<file path="config.mk">
export PLATFORM = sky130hd
export DESIGN_NAME = superblock_volume_size_extractor
export DESIGN_NICKNAME = d
export VERILOG_FILES = /design/src/sv/svse_pkg.sv /design/src/sv/superblock_volume_size_extractor.sv
export SDC_FILE = /design/constraint.sdc
export NUM_CORES = 1
export LEC_CHECK = 0
export ABC_CLOCK_PERIOD_IN_PS = 11740
export BUFFER_PORTS_ARGS = -buffer_cell sky130_fd_sc_hd__buf_2
export CAP_MARGIN = 25
export CORE_MARGIN = 2
export CORE_UTILIZATION = 46
export DETAILED_ROUTE_END_ITERATION = 6
export PLACE_DENSITY_LB_ADDON = 0.2
export RECOVER_POWER = 100
export SLEW_MARGIN = 15
export SYNTH_ARGS = -nofsm -noshare
export SYNTH_HDL_FRONTEND = slang
export SYNTH_SLANG_ARGS = --single-unit
</file>
<file path="constraint.sdc">
create_clock -name clk_i -period 11.74 [get_ports clk_i]
set_clock_uncertainty 0.1 [all_clocks]
set_input_delay 0.587 -clock clk_i [delete_from_list [all_inputs] [get_ports clk_i]]
set_output_delay 0.587 -clock clk_i [all_outputs]
set_load 0.005 [all_outputs]
</file>
<file path="src/sv/svse_pkg.sv">
// ----------------------------------------------------------------------------
// svse_pkg
// Type codes, field offsets and helpers for the superblock size extractor.
// ----------------------------------------------------------------------------
package svse_pkg;

  localparam int unsigned TypeW   = 4;
  localparam int unsigned OffW    = 17;
  localparam int unsigned SectorW = 13;
  localparam int unsigned SizeW   = 64;

  localparam logic [TypeW-1:0] FS_NTFS  = 4'd1;
  localparam logic [TypeW-1:0] FS_FAT32 = 4'd2;
  localparam logic [TypeW-1:0] FS_FAT16 = 4'd3;
  localparam logic [TypeW-1:0] FS_FAT12 = 4'd4;
  localparam logic [TypeW-1:0] FS_EXFAT = 4'd5;
  localparam logic [TypeW-1:0] FS_EXT2  = 4'd6;
  localparam logic [TypeW-1:0] FS_EXT3  = 4'd7;
  localparam logic [TypeW-1:0] FS_EXT4  = 4'd8;
  localparam logic [TypeW-1:0] FS_BTRFS = 4'd9;
  localparam logic [TypeW-1:0] FS_XFS   = 4'd10;

  localparam logic [OffW-1:0] OFF_NTFS_SECTORS = 17'h00028;
  localparam logic [OffW-1:0] OFF_FAT_CNT16    = 17'h00013;
  localparam logic [OffW-1:0] OFF_FAT_CNT32    = 17'h00020;
  localparam logic [OffW-1:0] OFF_FAT_BPS      = 17'h0000B;
  localparam logic [OffW-1:0] OFF_EXFAT_LEN    = 17'h00048;
  localparam logic [OffW-1:0] OFF_EXFAT_SHIFT  = 17'h0006C;
  localparam logic [OffW-1:0] OFF_EXT_SB       = 17'h00400;
  localparam logic [OffW-1:0] OFF_EXT_CNT_LO   = OFF_EXT_SB + 17'h00004;
  localparam logic [OffW-1:0] OFF_EXT_LOG_BS   = OFF_EXT_SB + 17'h00018;
  localparam logic [OffW-1:0] OFF_EXT_INCOMPAT = OFF_EXT_SB + 17'h00060;
  localparam logic [OffW-1:0] OFF_EXT_CNT_HI   = OFF_EXT_SB + 17'h00150;
  localparam logic [OffW-1:0] OFF_BTRFS_TOTAL  = 17'h10070;
  localparam logic [OffW-1:0] OFF_XFS_BSIZE    = 17'h00004;
  localparam logic [OffW-1:0] OFF_XFS_DBLOCKS  = 17'h00008;

  localparam logic [31:0]        EXT_FEAT_64BIT = 32'h0000_0080;
  localparam logic [SizeW-1:0]   EXT_BASE_BS    = 64'd1024;
  localparam logic [7:0]         EXFAT_MAX_SH   = 8'd12;
  localparam logic [SectorW-1:0] SECTOR_RESET   = 13'd512;

  function automatic logic in_field(logic [OffW-1:0] off, logic [OffW-1:0] base,
                                    logic [OffW-1:0] len);
    in_field = (off >= base) && (off < base + len);
  endfunction

  function automatic logic [63:0] put_byte(logic [63:0] r, logic [2:0] pos,
                                           logic [7:0] b);
    logic [63:0] res;
    res = r;
    res[{pos, 3'b000} +: 8] = b;
    put_byte = res;
  endfunction

endpackage

</file>
<file path="src/sv/superblock_volume_size_extractor.sv">
// ----------------------------------------------------------------------------
// superblock_volume_size_extractor
// Captures boot sector / superblock size fields from a byte stream and
// reports the volume size in bytes after the last beat of a partition.
// ----------------------------------------------------------------------------
// Usage:
//   Input channel: one beat per byte (fs_type, byte_offset, data_byte,
//   last_byte), valid/stall handshake. Non-last beats are taken one per
//   cycle. After a last beat the block stalls input while it forms the size.
//   The size is a product formed by one shift-add unit, one multiplier bit
//   per cycle, stopping as soon as the remaining multiplier bits are zero.
//   Output channel: size_bytes/size_known held in an output register until
//   taken; input beats are accepted while it waits. If the output is still
//   stalled when the next size is ready, the block holds input stall.
//   cfg_we_i writes sector_size at once; write it only while idle.
//   Reset: asynchronous, clears captured fields, output valid and the
//   sequencer, and sets sector_size to 512.
// ----------------------------------------------------------------------------
module superblock_volume_size_extractor (
  input  logic                          clk_i,
  input  logic                          rst_ni,
  input  logic                          cfg_we_i,
  input  logic [svse_pkg::SectorW-1:0]  cfg_data_i,
  input  logic                          in_valid_i,
  output logic                          in_stall_o,
  input  logic [svse_pkg::TypeW-1:0]    fs_type_i,
  input  logic [svse_pkg::OffW-1:0]     byte_offset_i,
  input  logic [7:0]                    data_byte_i,
  input  logic                          last_byte_i,
  output logic                          out_valid_o,
  input  logic                          out_stall_i,
  output logic [svse_pkg::SizeW-1:0]    size_bytes_o,
  output logic                          size_known_o
);
  import svse_pkg::*;

  localparam logic [1:0] S_IDLE  = 2'd0;
  localparam logic [1:0] S_SETUP = 2'd1;
  localparam logic [1:0] S_MUL   = 2'd2;
  localparam logic [1:0] S_DONE  = 2'd3;

  logic [1:0]         state_q, state_d;
  logic [SectorW-1:0] sector_q;
  logic [TypeW-1:0]   type_q;
  logic [63:0]        wide_q, wide_d;
  logic [15:0]        short_q, short_d;
  logic [31:0]        unit_q, unit_d;
  logic [31:0]        feat_q, feat_d;
  logic [31:0]        high_q, high_d;
  logic [SizeW-1:0]   mcand_q, mcand_d;
  logic [SizeW-1:0]   mplier_q, mplier_d;
  logic [SizeW-1:0]   acc_q, acc_d;
  logic               out_valid_q;
  logic [SizeW-1:0]   size_q;
  logic               known_q;
  logic               in_beat;
  logic               out_free;
  logic               load_out;
  logic [63:0]        tmp64;

  assign in_stall_o = (state_q != S_IDLE);
  assign in_beat    = in_valid_i && !in_stall_o;
  assign out_free   = !out_valid_q || !out_stall_i;
  assign load_out   = (state_q == S_DONE) && out_free;

  // field capture
  always_comb begin
    wide_d  = wide_q;
    short_d = short_q;
    unit_d  = unit_q;
    feat_d  = feat_q;
    high_d  = high_q;
    tmp64   = '0;
    if (in_beat) begin
      unique case (fs_type_i) inside
        FS_NTFS: begin
          if (in_field(byte_offset_i, OFF_NTFS_SECTORS, 17'd8))
            wide_d = put_byte(wide_q, 3'(byte_offset_i - OFF_NTFS_SECTORS), data_byte_i);
        end
        FS_FAT32, FS_FAT16, FS_FAT12: begin
          if (in_field(byte_offset_i, OFF_FAT_CNT16, 17'd2)) begin
            tmp64   = put_byte({48'd0, short_q}, 3'(byte_offset_i - OFF_FAT_CNT16),
                               data_byte_i);
            short_d = tmp64[15:0];
          end
          if (in_field(byte_offset_i, OFF_FAT_CNT32, 17'd4))
            wide_d = put_byte(wide_q, 3'(byte_offset_i - OFF_FAT_CNT32), data_byte_i);
          if (in_field(byte_offset_i, OFF_FAT_BPS, 17'd2)) begin
            tmp64  = put_byte({48'd0, unit_q[15:0]}, 3'(byte_offset_i - OFF_FAT_BPS),
                              data_byte_i);
            unit_d = {unit_q[31:16], tmp64[15:0]};
          end
        end
        FS_EXFAT: begin
          if (in_field(byte_offset_i, OFF_EXFAT_LEN, 17'd8))
            wide_d = put_byte(wide_q, 3'(byte_offset_i - OFF_EXFAT_LEN), data_byte_i);
          if (byte_offset_i == OFF_EXFAT_SHIFT)
            unit_d = {unit_q[31:8], data_byte_i};
        end
        FS_EXT2, FS_EXT3, FS_EXT4: begin
          if (in_field(byte_offset_i, OFF_EXT_CNT_LO, 17'd4))
            wide_d = put_byte(wide_q, 3'(byte_offset_i - OFF_EXT_CNT_LO), data_byte_i);
          if (in_field(byte_offset_i, OFF_EXT_LOG_BS, 17'd4)) begin
            tmp64  = put_byte({32'd0, unit_q}, 3'(byte_offset_i - OFF_EXT_LOG_BS),
                              data_byte_i);
            unit_d = tmp64[31:0];
          end
          if (in_field(byte_offset_i, OFF_EXT_INCOMPAT, 17'd4)) begin
            tmp64  = put_byte({32'd0, feat_q}, 3'(byte_offset_i - OFF_EXT_INCOMPAT),
                              data_byte_i);
            feat_d = tmp64[31:0];
          end
          if (in_field(byte_offset_i, OFF_EXT_CNT_HI, 17'd4)) begin
            tmp64  = put_byte({32'd0, high_q}, 3'(byte_offset_i - OFF_EXT_CNT_HI),
                              data_byte_i);
            high_d = tmp64[31:0];
          end
        end
        FS_BTRFS: begin
          if (in_field(byte_offset_i, OFF_BTRFS_TOTAL, 17'd8))
            wide_d = put_byte(wide_q, 3'(byte_offset_i - OFF_BTRFS_TOTAL), data_byte_i);
        end
        FS_XFS: begin
          // big-endian fields
          if (in_field(byte_offset_i, OFF_XFS_BSIZE, 17'd4)) begin
            tmp64  = put_byte({32'd0, unit_q},
                              3'(17'd3 - (byte_offset_i - OFF_XFS_BSIZE)),
                              data_byte_i);
            unit_d = tmp64[31:0];
          end
          if (in_field(byte_offset_i, OFF_XFS_DBLOCKS, 17'd8))
            wide_d = put_byte(wide_q, 3'(17'd7 - (byte_offset_i - OFF_XFS_DBLOCKS)),
                              data_byte_i);
        end
        default: begin
        end
      endcase
    end
    if (state_q == S_SETUP) begin
      wide_d  = '0;
      short_d = '0;
      unit_d  = '0;
      feat_d  = '0;
      high_d  = '0;
    end
  end

  // operand setup and shift-add multiply
  always_comb begin
    mcand_d  = mcand_q;
    mplier_d = mplier_q;
    acc_d    = acc_q;
    state_d  = state_q;
    unique case (state_q)
      S_IDLE: begin
        if (in_beat && last_byte_i) state_d = S_SETUP;
      end
      S_SETUP: begin
        acc_d   = '0;
        state_d = S_MUL;
        unique case (type_q) inside
          FS_NTFS: begin
            mcand_d  = wide_q;
            mplier_d = {51'd0, sector_q};
          end
          FS_FAT32, FS_FAT16, FS_FAT12: begin
            mcand_d  = (short_q != 16'd0) ? {48'd0, short_q} : {32'd0, wide_q[31:0]};
            mplier_d = (unit_q[15:0] != 16'd0) ? {48'd0, unit_q[15:0]}
                                               : {51'd0, sector_q};
          end
          FS_EXFAT: begin
            mcand_d = wide_q;
            if (unit_q[7:0] != 8'd0 && unit_q[7:0] <= EXFAT_MAX_SH)
              mplier_d = 64'd1 << unit_q[3:0];
            else
              mplier_d = {51'd0, sector_q};
          end
          FS_EXT2, FS_EXT3, FS_EXT4: begin
            mcand_d = (feat_q & EXT_FEAT_64BIT) != 32'd0 ? {high_q, wide_q[31:0]}
                                                         : {32'd0, wide_q[31:0]};
            mplier_d = (unit_q[31:6] == 26'd0) ? (EXT_BASE_BS << unit_q[5:0]) : '0;
          end
          FS_BTRFS: begin
            mcand_d  = wide_q;
            mplier_d = 64'd1;
          end
          FS_XFS: begin
            mcand_d  = wide_q;
            mplier_d = {32'd0, unit_q};
          end
          default: begin
            mcand_d  = '0;
            mplier_d = '0;
          end
        endcase
      end
      S_MUL: begin
        if (mplier_q == '0) begin
          state_d = S_DONE;
        end else begin
          if (mplier_q[0]) acc_d = acc_q + mcand_q;
          mcand_d  = {mcand_q[SizeW-2:0], 1'b0};
          mplier_d = {1'b0, mplier_q[SizeW-1:1]};
        end
      end
      S_DONE: begin
        if (out_free) state_d = S_IDLE;
      end
      default: state_d = S_IDLE;
    endcase
  end

  always_ff @(posedge clk_i or negedge rst_ni) begin
    if (!rst_ni) begin
      state_q     <= S_IDLE;
      sector_q    <= SECTOR_RESET;
      wide_q      <= '0;
      short_q     <= '0;
      unit_q      <= '0;
      feat_q      <= '0;
      high_q      <= '0;
      out_valid_q <= 1'b0;
    end else begin
      state_q <= state_d;
      wide_q  <= wide_d;
      short_q <= short_d;
      unit_q  <= unit_d;
      feat_q  <= feat_d;
      high_q  <= high_d;
      if (cfg_we_i) sector_q <= cfg_data_i;
      if (load_out) out_valid_q <= 1'b1;
      else if (!out_stall_i) out_valid_q <= 1'b0;
    end
  end

  always_ff @(posedge clk_i) begin
    mcand_q  <= mcand_d;
    mplier_q <= mplier_d;
    acc_q    <= acc_d;
    if (in_beat && last_byte_i) type_q <= fs_type_i;
    if (load_out) begin
      size_q  <= acc_q;
      known_q <= (acc_q != '0);
    end
  end

  assign out_valid_o  = out_valid_q;
  assign size_bytes_o = size_q;
  assign size_known_o = known_q;

endmodule

</file>
==> impl_metrics.csv <==
group,metric,value,unit
synthesis,yosys_warnings,0,
drt,detailroute.via_count,17600,
grt,grt_use_total,24.6,%
grt,grt_overflow,0,
clocking,tritoncts.num_buffers,47,
critical_path,critPathRequiredTime,11.76,ns
power,power-per-cell-area,291,nW/um^2
grt,antenna_found_initial,2,
critical_path,cp.arrival,7.43,ns
finish,fillCellCount,4459,
drt,drtAntennaViolNets,0,
critical_path,timing.critical_path.fanout_max,93,
grt,grt_first_pass_wirelength,98000,um
worst_hold_path,min-delay-path-class,"input port to flip-flop",
clocking,postCtsSetupBuffers,0,
timing,finalSetupTns,0,ns
power,power.leakage,9.60,nW
critical_path,crit_path_max_incr_delay,2.46,ns
drt,maxUsedRoutingLayer,"met5",
finish,stdcell_count,2952,
critical_path,critical_path.startpoint_type,"flip-flop",
placement,dpl.cell_count,2861,
drt,firstDrtPassIters,7,
drt,remaining_drc_errors,1,
timing,slew_headroom,-240,%
synthesis,mappedNetlistArea,22600,um^2
critical_path,worstSetupPathType,"flip-flop to flip-flop",
grt,via_count_of_the_first_global_routing_pass,16800,
timing,max_freq,135,MHz
timing,final.min_clock_period,7.41,ns
synthesis,ys_dominant_reg_cell,"edfxtp_1",
synthesis,synth_area_per_inst,10.3,um^2
floorplanning,rows,81,
drt,route.final.wire_length,62900,um
timing,grt_setup_unrepaired,"false",
grt,maximum_number_of_pins_on_one_net_before_global_route_repair,95,
synthesis,ys_ff_latch,422,
finish,layout-drive-gt1-share,8.09,%
floorplanning,die-area,51000,um^2
clocking,h-tree-depth,2,
floorplanning,coreArea,48700,um^2
critical_path,critPathSlowestCell,"clkbuf_1",
placement,half_perimeter_wire_length_after_detailed_placement,43500,um
synthesis,top_cell_type_s_share_of_synthesized_area,34.6,%
critical_path,worstSetupEndpointType,"flip-flop",
status,outcome,"finished with violations",
run,drv_cap,15,
clocking,tritoncts,"yes",
synthesis,synth_async_sr_flop_share,38.2,%
drt,met2_wirelength,27800,um
drt,avgViaCountPerCell,5.98,
placement,portBuffers,114,
timing,slew_of_the_pin_with_the_lowest_slew_margin,5.10,ns
timing,count_of_final_hold_check_violations,0,
placement,routabilityCongestion,0.955,
finish,sequential_cell_area,11900,um^2
synthesis,synth-edff-count,261,
floorplanning,start_util,46.5,%
synthesis,synth.lib_cells_used.distinct,86,
synthesis,yosysTopAreaCell,"edfxtp_1",
synthesis,syn-instance-count,2192,
clocking,clock_path_buffers,3,
synthesis,synth-seq-area-share,52.4,%
floorplanning,num_io_pins,115,
power,worst_ir_drop_vdd,351,uV
synthesis,synth_area_leaders,"edfxtp_1, dfrtp_1, mux2i_1",
floorplanning,fp.dieH,226,um
timing,maxSlewViolCount,633,
clocking,later_pin_clock_latency_in_the_skew_report,0.60,ns
drt,dr.first_iter.drc_count,1656,
timing,timing.final.ws_setup,4.33,ns
clocking,tritoncts_num_sinks,422,
synthesis,postSynthNetCount,2317,
finish,fin_util,51.3,%
placement,dp_worst_setup_slack,7.19,ns
drt,drt-met1-wl,29100,um
finish,area.growth.synth_to_final,10.5,%
status,failed_checks,"design-rule violations, max-capacitance violations, max-slew violations",
clocking,clock_tree.root_cell,"clkbuf_16",
floorplanning,chipWidth,226,um
critical_path,critical_path.cell_chain,"inv_1, ha_1, nor2_1, a21oi_4, buf_4, clkbuf_1",
finish,nNetsFinal,2374,
drt,wl_per_cell,21.3,um
drt,wl_met3,3880,um
finish,multiInputGateArea,9990,um^2
timing,period_share,63.1,%
clocking,cts.reportedPaths.clkPinSlew,0.06,ns
timing,setup_violations,0,
## layout by cell type (no fill, tap or decap), types with 7 or more instances in the layout
master,netlist,final
a211o_1,8,8
a211oi_1,6,7
a21o_1,44,44
a21oi_1,113,112
a221oi_1,12,12
a222oi_1,8,8
a22o_1,18,18
a22oi_1,52,52
a31oi_1,15,15
and2_1,9,8
and3_1,10,10
buf_2,6,74
buf_4,2,11
clkbuf_1,93,61
clkbuf_16,0,49
dfrtp_1,160,160
edfxtp_1,261,261
ha_1,76,75
inv_1,30,31
mux2_2,17,17
mux2i_1,118,118
nand2_1,259,259
nand2b_1,30,30
nand3_1,31,31
nand4_1,33,33
nor2_1,227,229
nor2b_1,21,22
nor3_1,36,41
nor3b_1,7,7
nor4_1,52,55
o211ai_1,8,8
o21a_1,10,9
o21ai_0,207,215
o21bai_1,14,14
o22ai_1,12,12
o31ai_1,8,8
or4_1,10,13
xnor2_1,26,26
xor2_1,22,22
## repair_timing
| action | CTS | global route |
|---|---|---|
| gates resized for setup | 0 | 0 |
| hold endpoints to repair | 9 | 0 |
| hold buffers | 1 | 0 |
## area by class of cell
| cell class | count | share of cell area, % |
|---|---|---|
| inverters | 31 | 0.465 |
| clock buffers | 67 | 5.41 |
| flip-flops and latches | 422 | 47.4 |
| clock inverters | 20 | 0.865 |
| well taps | 664 | 3.32 |
| repair buffers | 135 | 2.58 |
| multi-input cells | 1612 | 39.9 |
| diodes | 1 | 0.0100 |
## cells in the mapped netlist (all sizes together), types with 22 or more instances
library cell  count
xor2             22
nand3            31
dfrtp           160
nor2b            22
nor4             55
mux2i           118
o21ai           218
nand4            33
nor2            229
nor3             41
nand2b           30
ha               76
nand2           259
a22oi            52
edfxtp          261
xnor2            26
a21oi           113
clkbuf           98
inv              31
a21o             44
## where the power goes
group	internal (mW)	switching [mW]
combinational	1.05	1.98
sequential	2.40	0.376
clock	0.876	0.624
## sequential cells by signal (all words and copies together), names as in the netlist
name	count
mplier_q	64
size_known_o	1
acc_q	64
sector_q	13
mcand_q	64
feat_q	1
short_q	16
type_q	4
state_q	2
high_q	32
size_bytes_o	64
wide_q	64
unit_q	32
out_valid_o	1
## through the flow
stage | total power, mW | hold slack, ns | cell area [um^2]
6_report | 7.29 | 0.125 | 25000
2_1_floorplan | 4.88 | 0.191 | 22600
5_1_grt | 7.79 | 0.0965 | 25000
4_1_cts | 7.28 | 0.0906 | 25200
3_5_place_dp | 5.75 | 0.377 | 23700
3_3_place_gp | 5.70 | 0.371 | 23600
## worst paths after layout
path                                        start                 endpoint  slack [ns]  cells past startpoint
setup / recovery           state_q[0]$_DFFE_PN0P_    mcand_q[17]$_DFFE_PP_        4.33                      6
hold / removal                      cfg_data_i[0]  sector_q[0]$_DFFE_PN0P_        0.13                      2
setup reg to reg           state_q[0]$_DFFE_PN0P_    mcand_q[17]$_DFFE_PP_        4.33                      6
hold reg to reg            wide_q[11]$_DFFE_PN0P_   wide_q[11]$_DFFE_PN0P_        0.38                      2
max in group asynchronous                  rst_ni   wide_q[22]$_DFFE_PN0P_        6.33                      3
min in group asynchronous                  rst_ni  sector_q[5]$_DFFE_PN0P_        2.28                      2
## critical path, delay by kind of cell (launching register included)
family	cells	cell delay, ns
AOI/OAI and AO/OA	1	0.23
and+or+nand+nor	1	0.24
buffers and inverters	3	3.34
adders and majority gates	1	2.40
DFF	1	0.44
## metal layers
metal / track usage [%] / vias up
li1: - / 8288
met1: 35.2 / 8554
met2: 37.7 / 662
met3: 3.89 / 136
met4: 8.99 / 2
met5: 0 / -
## logic make-up after synthesis
kind of cell,Yosys count,share of synthesized area [%]
flip-flops,422,52.4
XOR/XNOR,48,1.86
multiplexers,135,6.06
AND/OR/NAND/NOR,767,16.1
AO/OA/AOI/OAI,585,16.2
adder cells (fa/ha/maj),77,4.29
buffers and inverters,158,3.12
(Power assumes the default switching activity.)
